$ cat config.mk
export PLATFORM = sky130hd
export DESIGN_NAME = lzwd_cmd_fifo
export DESIGN_NICKNAME = d
export VERILOG_FILES = /design/src/rtl/core/lzwd_pkg.sv /design/src/rtl/core/lzwd_cmd_fifo.sv
export SDC_FILE = /design/constraint.sdc
export NUM_CORES = 1
export LEC_CHECK = 0
export ABC_AREA = 1
export BUFFER_PORTS_ARGS = -buffer_cell sky130_fd_sc_hd__buf_2
export CORE_UTILIZATION = 45
export DETAILED_ROUTE_END_ITERATION = 12
export GPL_TIMING_DRIVEN = 0
export HOLD_SLACK_MARGIN = 0.05
export PLACE_DENSITY = 0.74
export REMOVE_ABC_BUFFERS = 1
export SLEW_MARGIN = 40
export SYNTH_ARGS = -nofsm -noshare
export SYNTH_HDL_FRONTEND = slang
export SYNTH_SLANG_ARGS = --single-unit
$ cat constraint.sdc
create_clock -name clock -period 3 [get_ports clock]
set_input_delay 0.45 -clock clock [delete_from_list [all_inputs] [get_ports clock]]
set_output_delay 0.45 -clock clock [all_outputs]
set_load 0.02 [all_outputs]
$ cat src/rtl/core/lzwd_pkg.sv
// lzwd_pkg: shared constants and the command type of the lzw code decoder
// no dependencies; imported by every module of the decoder
package lzwd_pkg;

   localparam int CODE_W    = 9;
   localparam int BYTE_W    = 8;
   localparam int COUNT_W   = 3;
   localparam int ENTRY_W   = CODE_W + BYTE_W;
   localparam int STACK_AW  = 8;
   localparam int CMD_DEPTH = 4;
   localparam int CMD_AW    = 2;

   localparam logic [CODE_W-1:0]   RESERVED_CODE = 9'd256;
   localparam logic [CODE_W-1:0]   FIRST_ENTRY   = 9'd257;
   localparam logic [STACK_AW-1:0] STACK_LIMIT   = 8'd255;
   localparam logic [COUNT_W-1:0]  PACK_FULL     = 3'd4;

   typedef struct packed {
      logic              err;
      logic              kwk;
      logic              wr_en;
      logic [CODE_W-1:0] code;
      logic [CODE_W-1:0] prev_code;
   } cmd_type;

endpackage

$ cat src/rtl/core/lzwd_cmd_fifo.sv
// lzwd_cmd_fifo: short command queue between the front and back of the decoder
// depends on lzwd_pkg
module lzwd_cmd_fifo #(
   parameter int DICT_BITS = 9
) (
   input  logic                 clock,
   input  logic                 reset,
   input  logic                 push,
   input  lzwd_pkg::cmd_type    push_cmd,
   input  logic [DICT_BITS-1:0] push_addr,
   output logic                 full,
   input  logic                 pop,
   output logic                 empty,
   output lzwd_pkg::cmd_type    head_cmd,
   output logic [DICT_BITS-1:0] head_addr
);
   import lzwd_pkg::*;

   cmd_type              slot_cmd_ff  [CMD_DEPTH];
   logic [DICT_BITS-1:0] slot_addr_ff [CMD_DEPTH];
   logic [CMD_AW-1:0]    wr_ptr_ff, rd_ptr_ff;
   logic [CMD_AW:0]      count_ff, count_in;
   logic                 do_push, do_pop;

   assign full      = (count_ff == (CMD_AW+1)'(CMD_DEPTH));
   assign empty     = (count_ff == '0);
   assign do_push   = push && !full;
   assign do_pop    = pop && !empty;
   assign head_cmd  = slot_cmd_ff[rd_ptr_ff];
   assign head_addr = slot_addr_ff[rd_ptr_ff];

   always_comb begin
      count_in = count_ff;
      case ({do_push, do_pop})
         2'b10:   count_in = count_ff + 1'b1;
         2'b01:   count_in = count_ff - 1'b1;
         default: count_in = count_ff;
      endcase
   end

   always_ff @(posedge clock) begin
      if (reset) begin
         wr_ptr_ff <= '0;
         rd_ptr_ff <= '0;
         count_ff  <= '0;
      end else begin
         count_ff <= count_in;
         if (do_push) begin
            wr_ptr_ff <= wr_ptr_ff + 1'b1;
         end
         if (do_pop) begin
            rd_ptr_ff <= rd_ptr_ff + 1'b1;
         end
      end
   end

   always_ff @(posedge clock) begin
      if (do_push) begin
         slot_cmd_ff[wr_ptr_ff]  <= push_cmd;
         slot_addr_ff[wr_ptr_ff] <= push_addr;
      end
   end

endmodule

==> reports/qor.yml <==
status: "completed"
num_vias: 3085
drive_above_1_share_pct: 26.3
total_power_w: 0.00566
fin_nets: 475
h-tree-depth: 4
pre_cts_slack_ps: 919
p_comb_share_pct: 23.2
wl_per_cell_um: 16.5
power_frac_clock_pct: 36.8
grt_pass1_wl_um: 15000
max_slew_margin_pct: 60.0
path_cells: "inv_2 > o21ai_1 > o22ai_1 > buf_2"
grt_pass1_vias: 3008
synth.avg_cell_area_um2: 13.9
viasPerCell: 5.25
clk_latency_ps: 510
start_util_pct: 46.2
cap_violations: 0
end_kind: "output port"
setup.worst_path.class: "flip-flop to output port"
ant_nets: 0
cp.arrival_ps: 2140
power.switching_w: 0.00174
met2WireLength_um: 5050
routed-wl-met3_um: 565
gp_congestion: 0.742
portBuffers: 65
clk_root_buffer_cell: "clkbuf_8"
post_cts_resized: 0
cts_buffer_depth: 2
cts_hold_buf: 0
max_freq_ghz: 0.386
ir_drop_mv: 0.650
cts_setup_buffers: 0
cts_tree: "yes"
layout_commonest_cell: "edfxtp_1"
m1WireLength_um: 4010
crit_fanout: 31
n_fill_cell: 859
netlist_top_cells_area: "edfxtp_1 72%, nor2_1 5.1%, o22ai_1 3.7%"
syn-cell-area_um2: 5010
finalClockSkew_ps: 6.51
grt_max_degree: 61
numCtsBuffers: 17
core_um2: 10800
layout_common_cells: "120 x edfxtp_1, 65 x buf_2, 64 x nor2_1, 32 x o21ai_0"
yosysUniqueCellTypes: 21
areaGrowthSynthToFinish_pct: 23.2
die_height_um: 108
postSynthCellCount: 361
highest_layer: "met4"
antenna_cells: 0
critPathBufInv: 2
cellLeakagePower_nw: 2.25
synth_warnings: 0
slowest_delay_ps: 710
setup_viol: 0
seq_power_share_pct: 40.0
grt_overflow: 0
grt_antenna_before_repair: 0
drt_pass1_iterations: 4
powerDensity_nw_per_um2: 917
hp-class: "primary input to flip-flop"
synth_seq_cells: 129
die_area_um2: 11600
synth_top_area_share_pct: 71.9
dp_hpwl_um: 5880
io_pins: 66
critPathSlowestCell: "dfxtp_2"
die_w_um: 108
synth_top_cell_by_area: "edfxtp_1"
cp-start-kind: "flip-flop"
tightestPinTransition_ps: 600
cp_top_family: "flip-flops"
internal-power_w: 0.00393
synth_seq_area_share_pct: 75.5
required_ps: 2550
drt_iter0_markers: 185
finalCriticalPeriod_ps: 2590
drc: 0
clock-sinks: 129
maxSlewViolCount: 0
rows: 38
setup_ws_ps: 408
tns_ps: 0
grt.total_usage_pct: 18.0
cts.clk_slew.worst_paths_ps: 60
p_sw_share_pct: 30.7
wl_um: 9720
period_share_pct: 86.4
final-hold-violation-count: 0
rsz0062_at_grt: "no"
hold_ws_ps: 146
state kept, by name, summed over array words and instances (netlist names), named ones only:
register and count:
count_ff 3, wr_ptr_ff 2, rd_ptr_ff 2, slot_addr_ff 36, slot_cmd_ff 84
final timing paths:
path | slack [ps] | endpoint | startpoint | depth (start not counted)
max | 410 | head_cmd[8] | flip-flop | 4
min | 150 | wr_ptr_ff[0] | reset | 2
max reg2reg | 1160 | count_ff[2] | count_ff[1] | 12
min reg2reg | 500 | wr_ptr_ff[0] | wr_ptr_ff[0] | 2
area by class of cell:
cell class              count  area, µm²  share of cell area, %
clock inverters            14        189                   3.06
inverters                  20       82.6                   1.34
flip-flops and latches    129       3790                   61.4
multi-input cells         193       1010                   16.4
well taps                 140        175                   2.84
clock buffers              18        418                   6.77
repair buffers             74        510                   8.27
power groups by stage:
| stage | logic [W] | registers [W] | clock network [W] |
|---|---|---|---|
| 2_1_floorplan | 0.000802 | 0.00229 | 0 |
| 3_3_place_gp | 0.00116 | 0.00234 | 0 |
| 3_5_place_dp | 0.00132 | 0.00230 | 0 |
| 4_1_cts | 0.00133 | 0.00227 | 0.00211 |
| 5_1_grt | 0.00144 | 0.00229 | 0.00218 |
| 6_report | 0.00131 | 0.00227 | 0.00208 |
cells in the mapped netlist, drive strengths merged:
cell    number
a21oi        5
ha           5
o22ai       30
dfxtp        9
fa           1
edfxtp     120
nand2       15
nor2        70
buf         19
inv         20
nand3        5
o21ai       62
layer usage:
layer / GRT usage [%] / vias to the layer above
met4: 7.14 / 0
met1: 20.5 / 1516
met5: 0 / -
li1: - / 1474
met3: 6.30 / 11
met2: 31.0 / 84
logic make-up (layout without fill, tap and decap cells):
logic type,after synthesis,count (layout),share of synthesized area [%]
buffers and inverters,39,126,4.94
and+or+nand+nor,90,90,7.47
adders and majority gates,6,6,1.65
DFF,129,129,75.5
AOI/OAI and AO/OA,97,97,10.4
through the flow:
| step | utilization (%) | instance area [µm²] | instances |
|---|---|---|---|
| CTS | 56.9 | 6170 | 588 |
| finish | 56.9 | 6170 | 588 |
| detailed placement | 51.4 | 5570 | 556 |
| global route | 56.9 | 6170 | 588 |
| global placement | 49.3 | 5350 | 547 |
| floorplan | - | 4850 | 342 |
(Power assumes the default switching activity.)
