$ cat config.mk
export PLATFORM = sky130hd
export DESIGN_NAME = lzwd_front
export DESIGN_NICKNAME = d
export VERILOG_FILES = /design/src/rtl/core/lzwd_pkg.sv /design/src/rtl/core/lzwd_front.sv
export SDC_FILE = /design/constraint.sdc
export NUM_CORES = 1
export LEC_CHECK = 0
export BUFFER_PORTS_ARGS = -buffer_cell sky130_fd_sc_hd__buf_2
export CORE_MARGIN = 2
export CORE_UTILIZATION = 35
export CTS_CLUSTER_DIAMETER = 200
export DETAILED_ROUTE_END_ITERATION = 7
export MAX_ROUTING_LAYER = met4
export PLACE_DENSITY = 0.66
export SLEW_MARGIN = 20
export SYNTH_ARGS = -nofsm -noshare
export SYNTH_HDL_FRONTEND = slang
export SYNTH_SLANG_ARGS = --single-unit
$ cat constraint.sdc
create_clock -name clock -period 4.2 [get_ports clock]
set_input_delay 0.42 -clock clock [delete_from_list [all_inputs] [get_ports clock]]
set_output_delay 0.42 -clock clock [all_outputs]
set_load 0.02 [all_outputs]
$ cat src/rtl/core/lzwd_pkg.sv
// lzwd_pkg: shared constants and the command type of the lzw code decoder
// no dependencies; imported by every module of the decoder
package lzwd_pkg;

   localparam int CODE_W    = 9;
   localparam int BYTE_W    = 8;
   localparam int COUNT_W   = 3;
   localparam int ENTRY_W   = CODE_W + BYTE_W;
   localparam int STACK_AW  = 8;
   localparam int CMD_DEPTH = 4;
   localparam int CMD_AW    = 2;

   localparam logic [CODE_W-1:0]   RESERVED_CODE = 9'd256;
   localparam logic [CODE_W-1:0]   FIRST_ENTRY   = 9'd257;
   localparam logic [STACK_AW-1:0] STACK_LIMIT   = 8'd255;
   localparam logic [COUNT_W-1:0]  PACK_FULL     = 3'd4;

   typedef struct packed {
      logic              err;
      logic              kwk;
      logic              wr_en;
      logic [CODE_W-1:0] code;
      logic [CODE_W-1:0] prev_code;
   } cmd_type;

endpackage

$ cat src/rtl/core/lzwd_front.sv
// lzwd_front: accepts codes, classifies them against the dictionary fill state
// depends on lzwd_pkg; feeds commands into lzwd_cmd_fifo
module lzwd_front #(
   parameter int DICT_BITS = 9
) (
   input  logic                      clock,
   input  logic                      reset,
   input  logic                      req_push,
   input  logic [lzwd_pkg::CODE_W-1:0] req_code,
   input  logic                      req_end_of_stream,
   input  logic                      fifo_full,
   output logic                      req_full,
   output logic                      cmd_push,
   output lzwd_pkg::cmd_type         cmd_data,
   output logic [DICT_BITS-1:0]      cmd_addr
);
   import lzwd_pkg::*;

   localparam int CW = DICT_BITS + 1;

   logic [CW-1:0]     cnt_ff, cnt_in;
   logic              have_prev_ff, have_prev_in;
   logic [CODE_W-1:0] prev_code_ff, prev_code_in;
   logic              accept;
   logic [CW-1:0]     code_ext;
   logic              is_rsv, is_bad, wr_en;

   assign req_full = fifo_full;
   assign accept   = req_push && !fifo_full;
   assign code_ext = CW'(req_code);
   assign is_rsv   = (req_code == RESERVED_CODE);
   assign is_bad   = (code_ext > cnt_ff) || ((code_ext == cnt_ff) && !have_prev_ff);
   assign wr_en    = have_prev_ff && !cnt_ff[DICT_BITS];

   assign cmd_push           = accept && !is_rsv;
   assign cmd_data.err       = is_bad;
   assign cmd_data.kwk       = (code_ext == cnt_ff);
   assign cmd_data.wr_en     = wr_en;
   assign cmd_data.code      = req_code;
   assign cmd_data.prev_code = prev_code_ff;
   assign cmd_addr           = cnt_ff[DICT_BITS-1:0];

   always_comb begin
      cnt_in       = cnt_ff;
      have_prev_in = have_prev_ff;
      prev_code_in = prev_code_ff;
      if (accept) begin
         if (!is_rsv && !is_bad) begin
            if (wr_en) begin
               cnt_in = cnt_ff + CW'(1);
            end
            prev_code_in = req_code;
            have_prev_in = 1'b1;
         end
         if (req_end_of_stream) begin
            cnt_in       = CW'(FIRST_ENTRY);
            have_prev_in = 1'b0;
            prev_code_in = '0;
         end
      end
   end

   always_ff @(posedge clock) begin
      if (reset) begin
         cnt_ff       <= CW'(FIRST_ENTRY);
         have_prev_ff <= 1'b0;
         prev_code_ff <= '0;
      end else begin
         cnt_ff       <= cnt_in;
         have_prev_ff <= have_prev_in;
         prev_code_ff <= prev_code_in;
      end
   end

endmodule

==> summary.md, run 1 <==
| Metric | Value |
|---|---|
| Status | finished clean |
| Reported leakage power | 0.675 nW |
| FFs w/ async S/R, synth | 0% |
| Count of flip-flops with a built-in enable after synthesis | 0 |
| Unrepaired setup endpoints after global routing | false |
| Placement Rows | 22 |
| Clock slew seen by the registers of the worst setup and hold paths | ~0.08 ns |
| Length in cells of the worst reg-to-reg path | 7 |
| Dominant cell by count in the synthesized netlist | sky130_fd_sc_hd__nand3_1 |
| Final std cells w/o fill | about 250 |
| Worst hold margin | ~0.42 ns |
| Total congestion overflow | 0 |
| Port Buf Inserts | between 40 and 50 |
| Detail-routed net length per standard cell | between 10 and 15 um |
| Post-route fraction of the period consumed by the critical path | between 60 and 70% |
| Met1 wire length | roughly 1500 um |
| Clk Latency, worst-skew pair | between 0.2 and 0.3 ns |
| DRC | 0 |
| Buffers & Inverters on Critical Path | 1 |
| Setup skew after layout | between 0.004 and 0.005 ns |
| Maximum resistive drop on vdd | between 0.0001 and 0.00015 V |
| Initial antenna violation count | 0 |
| Inst Count DP | ~250 |
| Cell Area, Synth | 1390 um2 |
| Syn_nets | between 200 and 250 |
| Highest clock rate | 382 MHz |
| Multi-input logic area | 757 um2 |
| Most used standard cells in the synthesized netlist | sky130_fd_sc_hd__nand3_1 (22), sky130_fd_sc_hd__buf_4 (21), sky130_fd_sc_hd__dfxtp_1 (20) |
| Number of buffers added for setup after CTS | 0 |
| Final wirelength | 3220 um |
| Buffer type at the clock tree root | sky130_fd_sc_hd__clkbuf_8 |
| Synthesis-to-finish area growth | 11.8% |
| Syn Area/Cell | 7.83 um2 |
| Register-to-register path setup slack | 1.58 ns |
| Slowest cell on crit path | sky130_fd_sc_hd__o21ai_2 |
| Quantity of gates resized following cts | 0 |
| Crit start category | flop |
| Proportion of netlist area held by the largest area contributor | 28.7% |
| Data required time of the worst path | 4.34 ns |
| Post-detailed-route count of antenna-violating nets | 0 |
| Final sum of negative setup slack | 0 ns |
| Post-synthesis cell type with the largest combined area | sky130_fd_sc_hd__dfxtp_1 |
| Uppermost layer routed | met4 |
| Number of buffers inserted for hold repair after clock tree synthesis | 0 |
| Hold EP | prev_code_ff[5]$_SDFFE_PP0P_ |
| Chain of cells forming the critical path | inv_1, ha_1, nand4_1, o221a_2, o21ai_2, or2_2, o211ai_1 |
| Maximum fanout along the worst path | 31 |
| All-Layer GR Usage | around 15% |
| Number of setup violations in the final report | 0 |
| Area of all placed cells without fillers | around 1600 um2 |
| Min cycle time layout | 2.62 ns |
| Cells after Synth | 178 |
| Critical path's top delay family | compound AO/OA/AOI/OAI gates |
| Worst setup path class | flop to flop |
| Register area | 400 um2 |
| First-pass GRT wire length | 5060 um |
| Synth Flop Type | sky130_fd_sc_hd__dfxtp_1 |
| Worst-margin pin slew | about 1.0 ns |
| Reg2Reg Launch Point | cnt_ff[5]$_SDFFE_PP0P_ |
| Via density per instance | roughly 5.2 |
| Total count of hold-check failures in the final report | 0 |
| Total via count after detailed routing | about 1300 |
| First-pass iteration count of the detailed router | 4 |
| Type of destination of the critical path | flop |
| Starting DRT DRC Count | 26 |
| Placed instance area | roughly 1500 um2 |
| Number of different library cells in the post-synthesis netlist | 34 |
| Post-synthesis register bit count | 20 |
| Destination of the worst register-to-register timing path | cnt_ff[5]$_SDFFE_PP0P_ |
| Top cells by area, synth | sky130_fd_sc_hd__dfxtp_1 (29%), sky130_fd_sc_hd__buf_4 (11%), sky130_fd_sc_hd__ha_1 (9.0%) |
| Slew Limit Headroom | between 30% and 40% |
| Number of maximum-capacitance constraint violations | 0 |
| Detailed-placement wirelength estimate | approximately 2500 um |
| Starting utilization of the core area | around 37% |
| Via count of the first global-routing pass | 1100 |
| Die boundary height | about 67 um |
| H-tree Lvls | 1 |
| Final Slew Violations | 0 |
| Number of buffers created by CTS | 3 |
| Maximum number of pins on one net before global-route repair | 32 |
| Max Buffers Root-to-Sink | 2 |
| Final GP Congestion | around 0.80 |
| Nets | about 230 |
| Number of ports placed on the die boundary | 46 |
| Data arrival, critical path | around 2.8 ns |
| Filler cell count | about 400 |
| Clock tree from TritonCTS | built |
| DIE AREA | roughly 4500 um2 |
| # diodes | 0 |
| Wire length on met2 | between 1500 and 2000 um |
| Placeable core region | 3740 um2 |
| Synth warnings | 0 |
| Die width | roughly 67 um |
| DR WL met3 | 136 um |
| P per Cell Area | approximately 270 nW/um2 |
| Type of the most critical hold path | input port to flop |
| Slowest cell delay on critical path | about 0.8 ns |
| Worst Hold Path Cells | 3 |
| Post-synthesis sequential area ratio | about 29% |
| CTS Sinks | 20 |
| Hold Path Origin | req_code[5] |
| Share of final-layout standard cells stronger than drive strength 1 | between 20 and 30% |
==> layer usage <==
layer | vias to the layer above | global-route usage, %
met3 | 5 | 3.72
met1 | 601 | 18.4
met2 | 29 | 25.5
met5 | - | -
li1 | 662 | -
met4 | 0 | 5.36
==> how the worst max path moves through the flow <==
stage / end / slack, ns / start / cells past startpoint
2_1_floorplan: cnt_ff[6]$_SDFFE_PP0P_ / 1.93 / req_code[8] / 8
3_3_place_gp: cnt_ff[3]$_SDFFE_PP0P_ / 1.52 / req_code[8] / 8
3_5_place_dp: cnt_ff[4]$_SDFFE_PP0P_ / 1.53 / req_code[8] / 8
4_1_cts: cnt_ff[5]$_SDFFE_PP0P_ / 1.59 / cnt_ff[5]$_SDFFE_PP0P_ / 7
5_1_grt: cnt_ff[5]$_SDFFE_PP0P_ / 1.41 / cnt_ff[5]$_SDFFE_PP0P_ / 7
6_report: cnt_ff[5]$_SDFFE_PP0P_ / 1.58 / cnt_ff[5]$_SDFFE_PP0P_ / 7
==> through the flow <==
step | util [%] | total power, mW | setup WS, ns
detailed placement | 40.1 | 0.273 | 1.53
global placement | 40.1 | 0.273 | 1.52
floorplan | - | 0.255 | 1.93
finish | 41.6 | 0.420 | 1.58
CTS | 41.6 | 0.423 | 1.59
global route | 41.6 | 0.439 | 1.41
==> cell type report <==
type	count	area share, %
clock buffer	4	3.53
inverter	12	2.89
multi-input combinational	118	48.6
sequential	20	25.7
tap	48	3.86
timing repair buffer	47	15.4
==> layout by cell type, fill, tap and decap left out, drive strengths merged <==
master | Yosys | final
nand2 | 16 | 16
nor2 | 4 | 4
nand2b | 4 | 4
o41ai | 1 | 1
a31oi | 1 | 1
o21a | 6 | 6
nor4 | 2 | 2
clkbuf | 6 | 4
o221a | 1 | 1
inv | 12 | 12
or2 | 1 | 1
and3 | 1 | 1
nor3 | 5 | 5
o21ai | 14 | 14
or3 | 2 | 2
nor2b | 2 | 2
o311ai | 2 | 2
a21boi | 2 | 2
ha | 10 | 10
buf | 22 | 47
nand4b | 1 | 1
o311a | 1 | 1
a21oi | 9 | 9
dfxtp | 20 | 20
nand4 | 1 | 1
a21o | 1 | 1
nand3b | 1 | 1
nand3 | 22 | 22
or4 | 4 | 4
o211ai | 4 | 4
==> registers in the layout, indices dropped and copies added (netlist names) <==
register      cells
cnt_ff           10
have_prev_ff      1
prev_code_ff      9
==> logic make-up after synthesis <==
group                      after synthesis  share of synthesized area, %
AOI/OAI and AO/OA                       42                          19.7
buffers and inverters                   40                          17.0
adders and majority gates               10                          8.98
DFF                                     20                          28.7
and+or+nand+nor                         66                          25.7
==> tightest hold or removal path: stages <==
cell and delay, ns:
sky130_fd_sc_hd__buf_2 0.12, sky130_fd_sc_hd__nand2_1 0.05, sky130_fd_sc_hd__o21ai_0 0.06
==> power by group <==
group          total, mW  switching, mW  internal [mW]
sequential         0.194        0.00191          0.192
combinational     0.0743         0.0486         0.0257
clock              0.152         0.0683         0.0836
Power figures use the tool's default switching activity.
==> run 2: changes to the inputs <==
==> constraint.sdc (replaced) <==
create_clock -name clock -period 2.5 [get_ports clock]
set_input_delay 0.25 -clock clock [delete_from_list [all_inputs] [get_ports clock]]
set_output_delay 0.25 -clock clock [all_outputs]
set_load 0.02 [all_outputs]
==> run 2 against run 1 <==
Sequential power up 68%. Global-route usage up 0.49 points. Setup slack worse by 1.4 ns. Largest power group unchanged. Critical path type unchanged. Final area up 3.1%.
==> summary.md, run 2 (synthesis gave the netlist of run 1 again) <==
| Metric | Value |
|---|---|
| Status | finished clean |
| P per Cell Area | 418 nW/um2 |
| Number of buffers created by CTS | 3 |
| Final Slew Violations | 0 |
| Data required time of the worst path | 2.71 ns |
| Detailed-placement wirelength estimate | between 2000 and 3000 um |
| Final critical-path setup slack | 0.152 ns |
| Type of the most critical hold path | input port to flop |
| Area of all placed cells without fillers | about 1600 um2 |
| Multi-input logic area | approximately 760 um2 |
| Placed instance area | ~1600 um2 |
| Number of buffers added for setup after CTS | 0 |
| Maximum number of pins on one net before global-route repair | 22 |
| Nets | between 200 and 250 |
| Worst setup path class | flop to flop |
| Power, Total | approximately 0.67 mW |
| Largest register FFs | 10 |
| Total via count after detailed routing | 1305 |
| All-Layer GR Usage | between 10% and 20% |
| Placeable core region | between 3000 and 4000 um2 |
| Crit start category | flop |
| Buffer type at the clock tree root | sky130_fd_sc_hd__clkbuf_8 |
| First-pass GRT wire length | 5210 um |
| Number of setup violations in the final report | 0 |
| Worst-margin pin slew | between 0.4 and 0.5 ns |
| Die boundary height | approximately 67 um |
| Total count of hold-check failures in the final report | 0 |
| Clk Latency, worst-skew pair | 0.26 ns |
| DIE AREA | 4500 um2 |
| Starting utilization of the core area | between 30% and 40% |
| Initial antenna violation count | 0 |
| Placement Rows | 22 |
| Register area | between 400 and 500 um2 |
| Clock tree from TritonCTS | built |
| Min cycle time layout | ~2.3 ns |
| Final wirelength | between 3000 and 4000 um |
| Filler cell count | roughly 420 |
| Unrepaired setup endpoints after global routing | false |
| Number of ports placed on the die boundary | 46 |
| Most common library cell in the layout ignoring fill and taps | sky130_fd_sc_hd__buf_2 |
| Highest clock rate | approximately 430 MHz |
| Max Buffers Root-to-Sink | 2 |
| Share of final-layout standard cells stronger than drive strength 1 | between 30% and 40% |
| Leading cell types in the layout, fill and taps excluded | sky130_fd_sc_hd__buf_2 (45), sky130_fd_sc_hd__nand3_1 (22), sky130_fd_sc_hd__dfxtp_1 (19) |
| Detail-routed net length per standard cell | 13.2 um |
| Largest Register | cnt_ff |
| Die width | about 67 um |
| CTS Sinks | 20 |
| Largest registers | cnt_ff: 10 flops, prev_code_ff: 9 flops, have_prev_ff: 1 flops |
| Slowest cell on crit path | sky130_fd_sc_hd__or4_1 |
| Via density per instance | just over 5 |
| Reported leakage power | around 0.7 nW |
| Starting DRT DRC Count | 102 |
| Maximum fanout along the worst path | 14 |
| Chain of cells forming the critical path | inv_1, ha_1, nand4b_4, or3_4, a21boi_2, o21ai_4, or4_1, nand3_1 |
| Setup skew after layout | roughly 0.0039 ns |
| Number of maximum-capacitance constraint violations | 0 |
| Port Buf Inserts | 45 |
| Slew Limit Headroom | between 70% and 80% |
| Final sum of negative setup slack | 0 ns |
| First-pass iteration count of the detailed router | 4 |
| Clock slew seen by the registers of the worst setup and hold paths | 0.07 ns |
| Worst setup slack after placement | 0.104 ns |
| Type of destination of the critical path | flop |
| Via count of the first global-routing pass | approximately 1100 |
| Data arrival, critical path | ~2.6 ns |
| Inst Count DP | around 250 |
| Post-detailed-route count of antenna-violating nets | 0 |
| Synthesis-to-finish area growth | 15.2% |
| Maximum resistive drop on vdd | 0.000242 V |
| Final GP Congestion | between 0.8 and 0.9 |
| # diodes | 0 |
| H-tree Lvls | 1 |
| Total congestion overflow | 0 |
| Final std cells w/o fill | around 260 |
| Post-route fraction of the period consumed by the critical path | approximately 94% |
| DRC | 0 |
| Slowest cell delay on critical path | 0.52 ns |
[run 2: what timing repair did]
item / CTS / global route
hold buffers: 0 / 0
resized for setup: 0 / 5
endpoints found under the setup margin: 0 / 10
hold endpoints to repair: 0 / 0
[run 2: critical path, delay by kind of cell (launching register included)]
kind,cells,cell delay [ns]
buffers and inverters,1,0.08
flip-flops,1,0.35
AND/OR/NAND/NOR,4,1.17
adder cells (fa/ha/maj),1,0.35
AO/OA/AOI/OAI,2,0.34
[run 2: layout make-up]
| cell class | instances | share of cell area, % |
|---|---|---|
| Tap cell | 48 | 3.74 |
| Timing Repair Buffer | 54 | 18.2 |
| Clock buffer | 3 | 2.57 |
| Multi-Input combinational cell | 118 | 47.6 |
| Sequential cell | 20 | 25.0 |
| Inverter | 12 | 2.81 |
[run 2: through the flow]
step / utilization (%) / hold slack [ns]
floorplan: - / 0.390
global placement: 41.5 / 0.455
detailed placement: 41.5 / 0.459
CTS: 42.6 / 0.261
global route: 42.9 / 0.269
finish: 42.9 / 0.265
[run 2: worst paths after layout]
kind	startpoint	to	slack, ns	depth (start not counted)
worst max-delay path	cnt_ff[8]$_SDFFE_PP1P_	cnt_ff[3]$_SDFFE_PP0P_	0.15	8
worst max register to register	cnt_ff[8]$_SDFFE_PP1P_	cnt_ff[3]$_SDFFE_PP0P_	0.15	8
worst min register to register	prev_code_ff[1]$_SDFFE_PP0P_	prev_code_ff[1]$_SDFFE_PP0P_	0.47	2
worst min-delay path	req_code[5]	prev_code_ff[5]$_SDFFE_PP0P_	0.27	3
[run 2: power breakdown]
part / total [mW] / internal (mW) / switching (mW) / leakage [nW]
clock network: 0.216 / 0.108 / 0.108 / 0.0216
logic: 0.130 / 0.0459 / 0.0840 / 0.522
registers: 0.326 / 0.323 / 0.00308 / 0.162
[run 2: metal layers]
metal	up-vias	GRT usage (%)	routed length, um
li1	670	-	-
met1	597	21.5	1550
met2	33	23.5	1590
met3	5	3.04	157
met4	0	6.12	53
met5	-	-	0
==> run 3: changes to the inputs <==
--- a/config.mk
+++ b/config.mk
@@ -6,12 +6,14 @@
 export NUM_CORES = 1
 export LEC_CHECK = 0
 export BUFFER_PORTS_ARGS = -buffer_cell sky130_fd_sc_hd__buf_2
+export CELL_PAD_IN_SITES_DETAIL_PLACEMENT = 2
+export CELL_PAD_IN_SITES_GLOBAL_PLACEMENT = 2
 export CORE_MARGIN = 2
-export CORE_UTILIZATION = 35
+export CORE_UTILIZATION = 28
 export CTS_CLUSTER_DIAMETER = 200
 export DETAILED_ROUTE_END_ITERATION = 7
 export MAX_ROUTING_LAYER = met4
-export PLACE_DENSITY = 0.66
+export PLACE_DENSITY = 0.87
 export SLEW_MARGIN = 20
 export SYNTH_ARGS = -nofsm -noshare
 export SYNTH_HDL_FRONTEND = slang
==> run 3 against run 2 <==
Count of clock-buffer cells in the layout unchanged. Die area rose by 23%. Critical path type unchanged. Critical endpoint is now cnt_ff[4]$_SDFFE_PP0P_. Wire length rose by 46%. Final area rose by 5.6%. Maximum frequency fell by 1.0%. Via count up 9.6%.
==> summary.md, run 3 (synthesis gave the netlist of run 1 again) <==
| Metric | Value |
|---|---|
| Die width | ~75 um |
| Internal power | roughly 0.59 mW |
| Number of maximum-capacitance constraint violations | 0 |
| Maximum resistive drop on vdd | roughly 0.00019 V |
| Clock tree from TritonCTS | built |
| Reg2Reg Launch Point | cnt_ff[5]$_SDFFE_PP0P_ |
| DIE AREA | 5560 um2 |
| Hold EP | prev_code_ff[8]$_SDFFE_PP0P_ |
| Sw frac | 27.7% |
| H-tree Lvls | 1 |
| Synthesis-to-finish area growth | 21.6% |
| Starting utilization of the core area | 29.3% |
| Post-route fraction of the period consumed by the critical path | a little over nine tenths |
| Worst-margin pin slew | 0.493 ns |
| Via count of the first global-routing pass | 1544 |
| Buffer type at the clock tree root | sky130_fd_sc_hd__clkbuf_8 |
| Final GP Congestion | around 0.9 |
| Reported leakage power | 0.733 nW |
| Chain of cells forming the critical path | inv_1, ha_1, nand4_1, or3_4, a21boi_2, o21ai_4, or4_1, nand3_1 |
| Post-detailed-route count of antenna-violating nets | 0 |
| Share of total power in the clock network | between 40% and 50% |
| Inst Count DP | between 200 and 300 |
| Largest registers | cnt_ff: 10 flops, prev_code_ff: 9 flops, have_prev_ff: 1 flops |
| Min cycle time layout | 2.37 ns |
| Largest Register | cnt_ff |
| Total count of hold-check failures in the final report | 0 |
| # diodes | 0 |
| Met2 Use GR | about a third |
| Power, Total | about 0.81 mW |
| Status | finished clean |
| Final std cells w/o fill | around 280 |
| Length in cells of the worst reg-to-reg path | 8 |
| Slowest cell delay on critical path | between 0.5 and 0.6 ns |
| Most common library cell in the layout ignoring fill and taps | sky130_fd_sc_hd__buf_2 |
| Worst setup path class | flop to flop |
| Maximum number of pins on one net before global-route repair | 21 |
| Switching power of the nets | approximately 0.22 mW |
| Placement Rows | 25 |
| Share of final-layout standard cells stronger than drive strength 1 | roughly 33% |
| Final Slew Violations | 0 |
| Register-to-register path setup slack | about 0.13 ns |
| Data required time of the worst path | around 2.7 ns |
| Port Buf Inserts | 45 |
| Slowest cell on crit path | sky130_fd_sc_hd__or4_1 |
| Starting DRT DRC Count | 36 |
| Max Buffers Root-to-Sink | 2 |
| DRC | 0 |
| Share of total power in combinational logic | a little under a fifth |
| Number of setup violations in the final report | 0 |
| Global Route met3 Usage | approximately 2.2% |
| Unrepaired setup endpoints after global routing | false |
| Setup skew after layout | just over 0.006 ns |
| Total congestion overflow | 0 |
| Via density per instance | slightly above 5 |
| Hold Path Origin | req_code[8] |
| Die boundary height | 74.6 um |
| Leading cell types in the layout, fill and taps excluded | sky130_fd_sc_hd__buf_2 (45), sky130_fd_sc_hd__nand3_1 (22), sky130_fd_sc_hd__dfxtp_1 (18) |
| Worst Hold Path Cells | 3 |
| Slew Limit Headroom | between 60% and 70% |
| Nets | roughly 240 |
| Detail-routed net length per standard cell | approximately 18 um |
| Maximum fanout along the worst path | 12 |
| Total via count after detailed routing | about 1400 |
| Final sum of negative setup slack | 0 ns |
| Type of destination of the critical path | flop |
| Sequential power share | 40.2% |
| All-Layer GR Usage | between 10% and 20% |
| CTS Sinks | 20 |
| Data arrival, critical path | about 2.6 ns |
| First-pass iteration count of the detailed router | 4 |
| Detailed-placement wirelength estimate | between 3000 and 4000 um |
| Highest clock rate | 422 MHz |
| Clk Latency, worst-skew pair | roughly 0.27 ns |
| Placeable core region | 4750 um2 |
| GRT met1 Usage | between 20% and 30% |
| Destination of the worst register-to-register timing path | cnt_ff[4]$_SDFFE_PP0P_ |
| Final wirelength | around 4900 um |
| Largest register FFs | 10 |
| Crit start category | flop |
| Number of buffers created by CTS | 3 |
| P per Cell Area | roughly 480 nW/um2 |
| Number of ports placed on the die boundary | 46 |
| Global route hottest layer | met2 |
| Clock slew seen by the registers of the worst setup and hold paths | about 0.090 ns |
| Type of the most critical hold path | input port to flop |
| Initial antenna violation count | 0 |
| Number of buffers inserted for hold repair after clock tree synthesis | 0 |
| First-pass GRT wire length | 7680 um |
==> run 3: cell types whose count changed in the layout (fill, tap and decap cells not counted) <==
cell	previous run	this run
sky130_fd_sc_hd__bufinv_16	0	1
sky130_fd_sc_hd__dfxtp_1	19	18
sky130_fd_sc_hd__buf_4	9	12
sky130_fd_sc_hd__ha_1	10	9
sky130_fd_sc_hd__ha_4	0	1
sky130_fd_sc_hd__dfxtp_2	1	2
==> run 3: area by class of cell <==
| cell class | instances | area, um2 |
|---|---|---|
| Tap cell | 67 | 83.8 |
| Clock inverter | 1 | 30.0 |
| Multi-Input combinational cell | 118 | 777 |
| Fill cell | 570 | 3060 |
| Inverter | 12 | 45.0 |
| Sequential cell | 20 | 403 |
| Timing Repair Buffer | 57 | 315 |
| Clock buffer | 3 | 41.3 |
==> run 3: metrics by stage <==
| step | worst slack, ns | instance area [um2] | util (%) | hold WS, ns |
|---|---|---|---|---|
| 4_1_cts | 0.0356 | 1660 | 34.9 | 0.242 |
| 2_1_floorplan | 0.243 | 1390 | - | 0.390 |
| 3_3_place_gp | 0.175 | 1590 | 33.4 | 0.455 |
| 6_report | 0.128 | 1700 | 35.7 | 0.263 |
| 5_1_grt | 0.0000888 | 1700 | 35.7 | 0.282 |
| 3_5_place_dp | 0.0534 | 1590 | 33.4 | 0.470 |
==> run 3: power by group through the flow <==
| stage | Sequential (mW) | Combinational (mW) | Clock, mW |
|---|---|---|---|
| 3_5_place_dp | 0.334 | 0.138 | 0 |
| 4_1_cts | 0.326 | 0.141 | 0.346 |
| 5_1_grt | 0.327 | 0.159 | 0.361 |
| 3_3_place_gp | 0.334 | 0.133 | 0 |
| 2_1_floorplan | 0.338 | 0.0913 | 0 |
| 6_report | 0.326 | 0.147 | 0.338 |
==> run 3: repair_timing <==
action	4_1_cts	5_1_grt
endpoints found under the setup margin	1	17
resized for setup	1	6
buffers inserted	0	2
pin swaps	0	1
==> run 3: per-layer routing <==
metal	vias to the layer above	share of wire, %
met3	6	2.5
met1	710	45
met4	0	1.3
li1	684	-
met5	-	0
met2	30	51
==> run 3: worst max-delay path: cells and delay by family, from the launching register on <==
| family | cells | cell delay (ns) |
|---|---|---|
| buf+inv | 1 | 0.08 |
| compound gates | 2 | 0.35 |
| flops | 1 | 0.35 |
| simple gates | 4 | 1.19 |
| fa+ha+maj | 1 | 0.33 |
==> run 3: worst max path at each step <==
stage / start / end / slack [ns] / cells after the start
after global routing: cnt_ff[3]$_SDFFE_PP0P_ / cnt_ff[3]$_SDFFE_PP0P_ / 0.00009 / 8
after CTS: cnt_ff[3]$_SDFFE_PP0P_ / cnt_ff[4]$_SDFFE_PP0P_ / 0.04 / 8
after floorplan: cnt_ff[7]$_SDFFE_PP0P_ / cnt_ff[6]$_SDFFE_PP0P_ / 0.24 / 9
after detailed placement: cnt_ff[3]$_SDFFE_PP0P_ / cnt_ff[4]$_SDFFE_PP0P_ / 0.05 / 8
final: cnt_ff[5]$_SDFFE_PP0P_ / cnt_ff[4]$_SDFFE_PP0P_ / 0.13 / 8
after global placement: cnt_ff[8]$_SDFFE_PP1P_ / cnt_ff[4]$_SDFFE_PP0P_ / 0.18 / 8
